**config.mk**
```make
export PLATFORM = sky130hd
export DESIGN_NAME = beacon_source_table_top
export DESIGN_NICKNAME = d
export VERILOG_FILES = /design/src/sv/bst_pkg.sv /design/src/sv/beacon_source_table_top.sv /design/src/sv/bst_key_ram.sv /design/src/sv/bst_seq.sv
export VERILOG_INCLUDE_DIRS = /design/src /design/src/sv
export SDC_FILE = /design/constraint.sdc
export NUM_CORES = 1
export LEC_CHECK = 0
export BUFFER_PORTS_ARGS = -buffer_cell sky130_fd_sc_hd__buf_2
export CAP_MARGIN = 25
export CORE_MARGIN = 1.5
export CORE_UTILIZATION = 57
export CTS_CLUSTER_DIAMETER = 150
export CTS_CLUSTER_SIZE = 30
export DETAILED_ROUTE_END_ITERATION = 8
export PLACE_DENSITY = 0.85
export SLEW_MARGIN = 20
export SYNTH_ARGS = -nofsm -noshare
export SYNTH_HDL_FRONTEND = slang
export SYNTH_SLANG_ARGS = --single-unit
```
**constraint.sdc**
```tcl
create_clock -name aclk -period 10.5 [get_ports aclk]
set_input_delay 2.1 -clock aclk [delete_from_list [all_inputs] [get_ports aclk]]
set_output_delay 2.1 -clock aclk [all_outputs]
set_load 0.01 [all_outputs]
```
**src/sv/beacon_source_table_top_defines.svh**
```systemverilog
// Assertion macros for the beacon source table RTL.
`ifndef BEACON_SOURCE_TABLE_TOP_DEFINES_SVH
`define BEACON_SOURCE_TABLE_TOP_DEFINES_SVH

// Same-cycle implication, checked on aclk outside reset.
`define BST_CHECK(label, ante, cons, msg) \
    label: assert property (@(posedge aclk) disable iff (!aresetn) (ante) |-> (cons)) \
        else $error(msg);

// Next-cycle implication, checked on aclk outside reset.
`define BST_CHECK_NEXT(label, ante, cons, msg) \
    label: assert property (@(posedge aclk) disable iff (!aresetn) (ante) |=> (cons)) \
        else $error(msg);

`endif

```
**src/sv/bst_pkg.sv**
```systemverilog
// Types and constants of the beacon source table.
package bst_pkg;

    localparam logic [31:0] BCAST_HEAD = 32'hffff_ffff;

    localparam logic [2:0] STATUS_NOT_MGMT   = 3'd0;
    localparam logic [2:0] STATUS_NOT_BCAST  = 3'd1;
    localparam logic [2:0] STATUS_EMPTY_SSID = 3'd2;
    localparam logic [2:0] STATUS_INSERTED   = 3'd3;
    localparam logic [2:0] STATUS_UPDATED    = 3'd4;
    localparam logic [2:0] STATUS_FULL       = 3'd5;

    localparam logic [1:0] FTYPE_MGMT = 2'd0;

    typedef struct packed {
        logic [2:0]  status;
        logic [4:0]  entry_index;
        logic [5:0]  entry_count;
        logic [31:0] source_id;
        logic [7:0]  stored_channel;
    } result_t;

    // Source id: MAC bytes 0..3 little endian plus bytes 4 and 5, mod 2^32.
    function automatic logic [31:0] source_key(input logic [47:0] mac);
        return mac[31:0] + {24'd0, mac[39:32]} + {24'd0, mac[47:40]};
    endfunction

endpackage

```
**src/sv/beacon_source_table_top.sv**
```systemverilog
// Beacon source table: top level with the key memory, sequencer and result register.
//
//  channel | ports      | handshake       | word
//  --------+------------+-----------------+-------------------------------------
//  input   | s_*        | s_valid/s_ready | one captured frame header
//  result  | m_*        | m_valid/m_ready | status, index, count, id, channel
//
// A word rejected before lookup skips the key scan; with an empty table no slot is read.
// Otherwise the key scan reads one memory slot per cycle, compares each key once its
// registered read data returns, and stops at the first match.
// aresetn is synchronous, active low; it empties the table (count to zero).
// A finished result waits in the output register; the next word is taken meanwhile,
// and the sequencer holds its own result until that register is free.
module beacon_source_table_top #(
    parameter int MAX_ENTRIES = 32
) (
    input  logic        aclk,
    input  logic        aresetn,
    input  logic        s_valid,
    output logic        s_ready,
    input  logic [1:0]  s_frame_type,
    input  logic [31:0] s_addr1_head,
    input  logic [31:0] s_addr3_head,
    input  logic [47:0] s_source_mac,
    input  logic [63:0] s_ssid_word0,
    input  logic [63:0] s_ssid_word1,
    input  logic [63:0] s_ssid_word2,
    input  logic [63:0] s_ssid_word3,
    input  logic signed [7:0] s_rssi,
    input  logic [7:0]  s_frame_channel,
    input  logic [7:0]  s_tuned_channel,
    input  logic [31:0] s_now_time,
    output logic        m_valid,
    input  logic        m_ready,
    output logic [2:0]  m_status,
    output logic [4:0]  m_entry_index,
    output logic [5:0]  m_entry_count,
    output logic [31:0] m_source_id,
    output logic [7:0]  m_stored_channel
);

    localparam int CW = $clog2(MAX_ENTRIES + 1);
    localparam int AW = (MAX_ENTRIES > 1) ? $clog2(MAX_ENTRIES) : 1;

    // rssi, time, MAC and SSID body have no readout port and are not retained;
    // only the SSID head decides on insertion.

    logic              out_free;
    logic              res_valid;
    bst_pkg::result_t  res;
    logic              m_valid_reg, m_valid_next;
    bst_pkg::result_t  out_reg;

    logic              ram_wr_en;
    logic [AW-1:0]     ram_wr_addr;
    logic [31:0]       ram_wr_data;
    logic              ram_rd_en;
    logic [AW-1:0]     ram_rd_addr;
    logic [31:0]       ram_rd_data;

    bst_key_ram #(
        .DEPTH (MAX_ENTRIES),
        .AW    (AW)
    ) u_key_ram (
        .aclk    (aclk),
        .wr_en   (ram_wr_en),
        .wr_addr (ram_wr_addr),
        .wr_data (ram_wr_data),
        .rd_en   (ram_rd_en),
        .rd_addr (ram_rd_addr),
        .rd_data (ram_rd_data)
    );

    bst_seq #(
        .MAX_ENTRIES (MAX_ENTRIES),
        .CW          (CW),
        .AW          (AW)
    ) u_seq (
        .aclk             (aclk),
        .aresetn          (aresetn),
        .in_valid         (s_valid),
        .in_ready         (s_ready),
        .frame_type       (s_frame_type),
        .addr1_head       (s_addr1_head),
        .addr3_head       (s_addr3_head),
        .source_mac       (s_source_mac),
        .ssid_head        (s_ssid_word0[15:0]),
        .frame_channel    (s_frame_channel),
        .tuned_channel    (s_tuned_channel),
        .out_free         (out_free),
        .res_valid        (res_valid),
        .res              (res),
        .ram_wr_en        (ram_wr_en),
        .ram_wr_addr      (ram_wr_addr),
        .ram_wr_data      (ram_wr_data),
        .ram_rd_en        (ram_rd_en),
        .ram_rd_addr      (ram_rd_addr),
        .ram_rd_data      (ram_rd_data)
    );

    assign out_free = !m_valid_reg || m_ready;

    always_comb begin
        m_valid_next = m_valid_reg;
        if (res_valid) begin
            m_valid_next = 1'b1;
        end else if (m_ready) begin
            m_valid_next = 1'b0;
        end
    end

    always_ff @(posedge aclk) begin
        if (!aresetn) begin
            m_valid_reg <= 1'b0;
        end else begin
            m_valid_reg <= m_valid_next;
        end
    end

    always_ff @(posedge aclk) begin
        if (res_valid) begin
            out_reg <= res;
        end
    end

    assign m_valid          = m_valid_reg;
    assign m_status         = out_reg.status;
    assign m_entry_index    = out_reg.entry_index;
    assign m_entry_count    = out_reg.entry_count;
    assign m_source_id      = out_reg.source_id;
    assign m_stored_channel = out_reg.stored_channel;

endmodule

```
**src/sv/bst_key_ram.sv**
```systemverilog
// Key memory: one write port, one read port with registered data.
module bst_key_ram #(
    parameter int DEPTH = 32,
    parameter int AW    = 5
) (
    input  logic          aclk,
    input  logic          wr_en,
    input  logic [AW-1:0] wr_addr,
    input  logic [31:0]   wr_data,
    input  logic          rd_en,
    input  logic [AW-1:0] rd_addr,
    output logic [31:0]   rd_data
);

    logic [31:0] mem [DEPTH];

    always_ff @(posedge aclk) begin
        if (wr_en) begin
            mem[wr_addr] <= wr_data;
        end
    end

    always_ff @(posedge aclk) begin
        if (rd_en) begin
            rd_data <= mem[rd_addr];
        end
    end

endmodule

```
**src/sv/bst_seq.sv**
```systemverilog
// Sequencer: frame classification, key scan over the memory, insert and update.
`include "beacon_source_table_top_defines.svh"

module bst_seq #(
    parameter int MAX_ENTRIES = 32,
    parameter int CW          = 6,
    parameter int AW          = 5
) (
    input  logic              aclk,
    input  logic              aresetn,
    input  logic              in_valid,
    output logic              in_ready,
    input  logic [1:0]        frame_type,
    input  logic [31:0]       addr1_head,
    input  logic [31:0]       addr3_head,
    input  logic [47:0]       source_mac,
    input  logic [15:0]       ssid_head,
    input  logic [7:0]        frame_channel,
    input  logic [7:0]        tuned_channel,
    input  logic              out_free,
    output logic              res_valid,
    output bst_pkg::result_t  res,
    output logic              ram_wr_en,
    output logic [AW-1:0]     ram_wr_addr,
    output logic [31:0]       ram_wr_data,
    output logic              ram_rd_en,
    output logic [AW-1:0]     ram_rd_addr,
    input  logic [31:0]       ram_rd_data
);

    typedef enum logic [2:0] {
        ST_IDLE = 3'b001,
        ST_SCAN = 3'b010,
        ST_DONE = 3'b100
    } state_t;

    state_t            state_reg, state_next;
    logic [CW-1:0]     count_reg, count_next;
    logic [CW-1:0]     scan_addr_reg, scan_addr_next;
    logic              cmp_valid_reg, cmp_valid_next;
    logic [AW-1:0]     cmp_idx_reg, cmp_idx_next;
    logic [31:0]       id_reg, id_next;
    logic [7:0]        chan_reg, chan_next;
    logic              ssid_ok_reg, ssid_ok_next;
    bst_pkg::result_t  res_reg, res_next;

    logic              accept;
    logic              hit;
    logic              issue;
    logic [31:0]       in_id;

    assign accept    = in_valid && in_ready;
    assign in_ready  = (state_reg == ST_IDLE);
    assign in_id     = bst_pkg::source_key(source_mac);
    assign hit       = cmp_valid_reg && (ram_rd_data == id_reg);
    assign issue     = (state_reg == ST_SCAN) && !hit && (scan_addr_reg < count_reg);

    assign ram_rd_en   = issue;
    assign ram_rd_addr = scan_addr_reg[AW-1:0];
    assign ram_wr_addr = count_reg[AW-1:0];
    assign ram_wr_data = id_reg;

    assign res_valid = (state_reg == ST_DONE) && out_free;
    assign res       = res_reg;

    always_comb begin
        state_next     = state_reg;
        count_next     = count_reg;
        scan_addr_next = scan_addr_reg;
        cmp_valid_next = 1'b0;
        cmp_idx_next   = cmp_idx_reg;
        id_next        = id_reg;
        chan_next      = chan_reg;
        ssid_ok_next   = ssid_ok_reg;
        res_next       = res_reg;
        ram_wr_en      = 1'b0;

        case (state_reg)
            ST_IDLE: begin
                if (accept) begin
                    id_next        = in_id;
                    chan_next      = (frame_channel != 8'd0) ? frame_channel : tuned_channel;
                    ssid_ok_next   = (ssid_head != 16'd0);
                    scan_addr_next = '0;
                    res_next.source_id      = in_id;
                    res_next.entry_index    = 5'd0;
                    res_next.entry_count    = 6'(count_reg);
                    res_next.stored_channel = 8'd0;
                    if (frame_type != bst_pkg::FTYPE_MGMT) begin
                        res_next.status = bst_pkg::STATUS_NOT_MGMT;
                        state_next      = ST_DONE;
                    end else if (addr1_head != bst_pkg::BCAST_HEAD ||
                                 addr3_head != bst_pkg::BCAST_HEAD) begin
                        res_next.status = bst_pkg::STATUS_NOT_BCAST;
                        state_next      = ST_DONE;
                    end else begin
                        state_next = ST_SCAN;
                    end
                end
            end
            ST_SCAN: begin
                // the read data of slot n is registered before its key is compared
                if (issue) begin
                    scan_addr_next = scan_addr_reg + CW'(1);
                    cmp_valid_next = 1'b1;
                    cmp_idx_next   = scan_addr_reg[AW-1:0];
                end
                if (hit) begin
                    res_next.status         = bst_pkg::STATUS_UPDATED;
                    res_next.entry_index    = 5'(cmp_idx_reg);
                    res_next.stored_channel = chan_reg;
                    state_next              = ST_DONE;
                end else if (!cmp_valid_reg && !issue) begin
                    state_next = ST_DONE;
                    if (!ssid_ok_reg) begin
                        res_next.status = bst_pkg::STATUS_EMPTY_SSID;
                    end else if (count_reg == CW'(MAX_ENTRIES)) begin
                        res_next.status = bst_pkg::STATUS_FULL;
                    end else begin
                        ram_wr_en            = 1'b1;
                        count_next           = count_reg + CW'(1);
                        res_next.status      = bst_pkg::STATUS_INSERTED;
                        res_next.entry_index = 5'(count_reg);
                        res_next.entry_count = 6'(count_reg + CW'(1));
                    end
                end
            end
            ST_DONE: begin
                if (out_free) begin
                    state_next = ST_IDLE;
                end
            end
            default: begin
                state_next = ST_IDLE;
            end
        endcase
    end

    always_ff @(posedge aclk) begin
        if (!aresetn) begin
            state_reg     <= ST_IDLE;
            count_reg     <= '0;
            cmp_valid_reg <= 1'b0;
        end else begin
            state_reg     <= state_next;
            count_reg     <= count_next;
            cmp_valid_reg <= cmp_valid_next;
        end
    end

    always_ff @(posedge aclk) begin
        scan_addr_reg <= scan_addr_next;
        cmp_idx_reg   <= cmp_idx_next;
        id_reg        <= id_next;
        chan_reg      <= chan_next;
        ssid_ok_reg   <= ssid_ok_next;
        res_reg       <= res_next;
    end

    `BST_CHECK(a_count_bound, 1'b1, count_reg <= CW'(MAX_ENTRIES), "entry count above table size")
    `BST_CHECK(a_write_room, ram_wr_en, (state_reg == ST_SCAN) && (count_reg < CW'(MAX_ENTRIES)), "key write with no free slot")
    `BST_CHECK_NEXT(a_write_count, ram_wr_en, count_reg == $past(count_reg) + CW'(1), "insert did not advance count")
    `BST_CHECK(a_read_in_range, ram_rd_en, scan_addr_reg < count_reg, "read of unwritten slot")

endmodule

```
; ---- After elaboration in Yosys (flattened, before gate mapping)
; Memory sizes are Yosys's and may differ from the RTL's. A register that Yosys moved wholly into a read port is not among the register bits.
; Index checks and enable logic that the tools add are counted.
[totals]
n_memories = 1
ram_bits = 1024
out_inout_bits = 56
reg_bits = 139
romBits = 0
word_cells = 106
input_bits = 430
latch_bits = 0
[memory_table]
columns = memory, words, word_bits, rd, rd_clocked_by_memory_dff, wr, line_no
row1 = u_key_ram.mem, 32, 32, 1, 1, 1, bst_key_ram.sv:15  ; logic [31:0] mem [DEPTH];
[op_classes]
n_mul = 0
n_shift = 0
bitwise_logic = 2
order_cmp = 1
muxes = 34
n_div = 0
n_reduce_logical = 27
addsub = 4
n_eq_ne = 19
[op_table]
columns = operator, count
row1 = 32-bit by 8-bit adder with 32-bit output, 2
row2 = "32-bit inequality test, second input constant", 2
row3 = 54-bit 2-to-1 mux, 1
row4 = 32-bit equality test, 1
row5 = 3-bit 2-to-1 mux, 10
row6 = 14-bit case mux with 2 select lines, 1
row7 = 8-bit 2-to-1 mux, 3
row8 = 11-bit 2-to-1 mux, 2
row9 = 6-bit 2-to-1 mux, 3
row10 = 8-bit case mux with 2 select lines, 1
row11 = 16-bit nonzero test, 1
row12 = 14-bit 2-to-1 mux, 1
row13 = "6-bit by 1-bit adder with 6-bit output, second input constant", 2
row14 = 6-bit case mux with 2 select lines, 1
row15 = 1-bit 2-to-1 mux, 10
row16 = 5-bit AND reduction, 2
row17 = 3-bit case mux with 3 select lines, 1
row18 = 3-bit AND reduction, 3
row19 = "2-bit by 1-bit inequality test with 1-bit output, second input constant", 4
row20 = "2-bit inequality test, second input constant", 4
row21 = 8-bit nonzero test, 1
row22 = "6-bit equality test, second input constant", 1
row23 = 1-bit logical AND, 6
row24 = 6-bit < comparator, 1
row25 = other kinds (13), 23

; ---- Depth between registers and ports, before layout
[depth]
word_depth = 12
depth_mapped = 13

; ---- Hierarchy
; A second synthesis with hierarchy kept.
[hier_totals]
hier_cells = 2824
area_unflattened_um2 = 47767.1
[modules_own_cells]
columns = mod, n_inst, area_per_inst_um2, cells_each
row1 = bst_key_ram, 1, 40812.9, 2260
row2 = bst_seq, 1, 5283.8, 506
row3 = beacon_source_table_top, 1, 1670.4, 58

; ---- Worst setup path before layout
; No wires, ideal clock.
[synth_path]
path_kind = input to register
startpoint = input m_ready
endpoint = register out_reg, in the netlist m_entry_count[0] (enable)
t_arrival_ps = 4574
slack_ps = 5453
setup_time_ps = 472
path_stages = 2
cell_sequence = nor2b_1 -> nor2b_1
[synth_between]
elab_chain_cells = 2
[synth_lines]
columns = element, line_no
row1 = "start, declared", beacon_source_table_top.sv:34  ; input logic m_ready,
row2 = 1-bit logical OR, beacon_source_table_top.sv:101  ; assign out_free = !m_valid_reg || m_ready;
row3 = 1-bit logical AND, bst_seq.sv:63  ; assign res_valid = (state_reg == ST_DONE) && out_free;
row4 = "end signal, assigned", beacon_source_table_top.sv:122  ; out_reg <= res;
row5 = "end, declared", beacon_source_table_top.sv:52  ; bst_pkg::result_t out_reg;
; No other way between the ends.
; A chain may end at the register's enable or synchronous reset.

; ---- Worst setup path in the final report
[layout_path]
startpoint = input s_source_mac[0]
endpoint = register u_seq.id_reg[11] (netlist: u_seq.ram_wr_data[11]), data pin
[layout_between]
elab_chain_cells = 2
[layout_lines]
columns = element, line_no
row1 = "start, declared", beacon_source_table_top.sv:24  ; input logic [47:0] s_source_mac,
row2 = 32-bit by 8-bit adder with 32-bit output (2 in series), bst_pkg.sv:25  ; return mac[31:0] + {24'd0, mac[39:32]} + {24'd0, mac[47:40]};
row3 = via u_seq.in_id[11], bst_seq.sv:50  ; logic [31:0] in_id;
row4 = "end signal, assigned", bst_seq.sv:154  ; id_reg <= id_next;
row5 = "end, declared", bst_seq.sv:42  ; logic [31:0] id_reg, id_next;
; The timed path passes the listed nets, and every way through them passes these cells.

==> results.md <==
* Status: completed
* I/O pin total at 486
* Detailed Routing Iterations Pass 1 at 8
* Die ar. at 83100 um2
* Post-Place Cell Area at 49000 um2
* Final instance area at 50400 um2
* I/O Buffers at approximately 200
* Post-CTS Hold Buffers at 0
* Pin count of the biggest net entering global routing at 165
* Critical path endpoint category: flip-flop
* CTS sink cnt at 1195
* Worst VDD drop at 0.176 mV
* Root Buffer Master: clkbuf_16
* CTS tree: done
* Yosys cell types at 48
* Net Sw Frac at about a fifth
* Largest register FFs at 1024
* Period utilisation layout at 51.5%
* Final ANT Viol Nets at 0
* Final Hold Fails at 0
* Worst-skew pair later-pin latency at 0.65 ns
* Via count at 23500
* Startpoint types: input port
* Antenna cell count at 0
* Met3 Use GR at 6.28%
* Sequential fraction of the synthesis area at 77.2%
* Post-synth EDFFs at 1184
* Top reg by flops: u_key_ram.mem
* First DRT Iteration DRCs at between 3000 and 4000
* GRT Max-Usage Layer: met2
* Share of cells above drive strength 1 at 31.8%
* Initial Util at 57.6%
* Synth Cell Area at 46400 um2
* Crit path DAT at 5.78 ns
* Die Width at between 200 and 300 um
* # DRC at 0
* Crit-path cells: buf_2 > inv_1 > fa_1 > inv_1 > ha_1 > inv_1 > fa_1 > nor2b_1 > o21ai_0 > a21boi_0 > o41a_1 > and3_1 > xor2_1
* Vias in the first global route at roughly 24000
* # resized after CTS at 0
* Final critical-path required period at 5.41 ns
* Top Family by Delay on Critical Path: compound AO/OA/AOI/OAI gates
* Layout overhead on the synthesized area at 8.77%
* Reg power frac at 66.8%
* Pleak at 15.7 nW
* Rows at 104
* Drt via density at 7.05
* Clock power frac at between 20% and 30%
* Synthesized net count at 2481
* TritonCTS Buffers at 45
* Fin util at 62.6%
* CP Max Fanout at 9
* PnR Total Power at 8.07 mW
* Avg Inst Size Synth at around 23 um2
* Actual slew at the worst max-slew pin at 1.13 ns
* Global Route met2 Usage at 47.1%
* Combinational share of power at ~6.4%
* Maximum clock rate at 185 MHz
* Power Internal at 6.37 mW
* Final Net Count at 2716
* Post-CTS setup buffers at 0
* Wire per inst at 35.6 um
* Top FF cell, synth: edfxtp_1
* Die Y at 288 um
* Tot GR Track Use at 28.6%
* Max cap viols at 0
* PD cells at 160 nW/um2
* P_sw at 1.70 mW
* Initial antenna violation count at 2
* YS warnings at 0
* Kind of critical path: in2reg
* Min-Delay Path Class: reg2reg
* Clock Pin Slew Worst Setup and Hold Paths at about 0.11 ns
* #FFs+latches synth at 1195
* Clock Path Buffers at 3
* Post-DP HPWL at 62900 um
* Fillers at slightly below 5000
* Core area at 80500 um2
* Crit-path max cell delay at 0.55 ns
* Clk_skew at around 0.019 ns
* Final setup TNS at 0 ns
* GR Util met1 at 37.0%
* Final Max Tran Viols at 0
* Final global-route overflow total at 0
* RSZ-0062 raised after global routing: false
* Slowest stage cell, crit path: a21boi_0
* H-tree levels at 2
* # setup viols final at 0
* Final WL at around 120000 um
* Critical Path RT at 10.87 ns
* Rel. slew slack at approximately a quarter
* Buffers and inverters on the worst path at 4
* Most common cell on crit path: inv_1
* First-pass GRT wire length at 166000 um
* Routability cong. at 0.831
* Gate Count Post-Synth at 2024
* Synth async-reset ratio at 0%
==> power groups by stage <==
stage          clock network [mW]  registers (mW)  logic [mW]
3_5_place_dp                    0            5.52       0.461
2_1_floorplan                   0            5.51       0.276
3_3_place_gp                    0            5.51       0.438
6_report                     2.16            5.39       0.515
5_1_grt                      2.30            5.39       0.537
4_1_cts                      2.16            5.41       0.470
==> layer usage <==
| layer | share of wire, % | wire [um] |
|---|---|---|
| met1 | 32 | 38400 |
| met4 | 5.5 | 6570 |
| met3 | 13 | 15200 |
| met2 | 49 | 58300 |
| met5 | 0.035 | 41 |
==> synth_stat cells (5+ instances only) <==
cell type,n,area [um2]
a21o_1,12,90.1
a21oi_1,10,50.1
and2_1,15,93.8
and3_1,10,62.6
buf_1,15,56.3
buf_2,5,25.0
buf_4,20,150
buf_6,5,56.3
clkbuf_1,45,169
dfxtp_1,11,220
edfxtp_1,1184,35600
fa_1,9,180
ha_1,18,225
inv_1,23,86.3
mux2_2,32,360
mux4_2,320,7210
nand2_1,27,101
nand3_1,31,155
nand4_1,21,131
nor2_1,52,195
nor3_1,8,40.0
nor4_1,18,113
o21ai_0,20,100
xnor2_1,20,175
xor2_1,47,412
==> metrics by stage <==
stage	worst slack [ns]	std cells	hold slack, ns
6_report	5.09	3329	0.429
5_1_grt	5.04	3329	0.436
4_1_cts	5.25	3316	0.430
3_5_place_dp	4.68	3259	0.405
3_3_place_gp	4.77	3259	0.401
2_1_floorplan	5.45	2024	0.400
==> cell usage in the layout, fill, tap and decap left out, drive strengths merged, types with 3 or more instances in the layout <==
cell and n:
xnor2 20, a21oi 10, and3 10, o21a 3
or2 3, edfxtp 1184, mux4 320, or3 4
o211ai 4, mux2 32, inv 24, nor2 52
xor2 47, buf 278, nor3 8, dfxtp 11
nor2b 3, and2 15, nand3 31, nor4 18
nand4 21, nand2b 4, nor3b 4, o21ai 20
clkbuf 55, or4 3, nand2 27, fa 9
a21o 12, ha 18
==> logic make-up (layout without fill, tap and decap cells) <==
family                   Yosys count  after routing  share of synthesized area (%)
multiplexers                     352            352                           16.3
AO/OA/AOI/OAI                     64             64                          0.904
buffers and inverters            113            358                           1.17
XOR/XNOR                          67             67                           1.27
flip-flops                      1195           1195                           77.2
AND/OR/NAND/NOR                  206            206                           2.29
adder cells (fa/ha/maj)           27             27                          0.874
==> path summary, 6_finish.rpt <==
| kind | start | endpoint | slack, ns | cells past startpoint |
|---|---|---|---|---|
| setup / recovery | s_source_mac[0] | u_seq.ram_wr_data[11]$_DFFE_PP_ | 5.09 | 13 |
| setup reg to reg | u_seq.scan_addr_reg[3]$_SDFFCE_PN0P_ | u_key_ram.mem[21][15]$_DFFE_PP_ | 5.83 | 9 |
| hold / removal | u_seq.res[46]$_DFFE_PP_ | m_entry_index[0]$_DFFE_PP_ | 0.43 | 0 |
| hold reg to reg | u_seq.res[46]$_DFFE_PP_ | m_entry_index[0]$_DFFE_PP_ | 0.43 | 0 |
==> worst reg2reg max path, cell delays in order, from the launching register on <==
cell	delay, ns
edfxtp_1	0.35
buf_4	0.61
ha_1	0.32
a21o_1	0.12
a21oi_1	0.09
o211ai_1	0.22
nor3b_2	0.53
nand2_1	0.63
nor2_4	0.90
buf_4	0.56
==> area by class of cell <==
class / instances / area, um2 / area share [%]
sequential: 1195 / 35800 / 70.9
timing repair buffer: 278 / 1710 / 3.39
multi-input combinational: 716 / 10300 / 20.4
inverter: 23 / 86.3 / 0.171
tap: 1060 / 1330 / 2.63
clock buffer: 55 / 1210 / 2.39
clock inverter: 2 / 16.3 / 0.0323
Power figures use the tool's default switching activity.
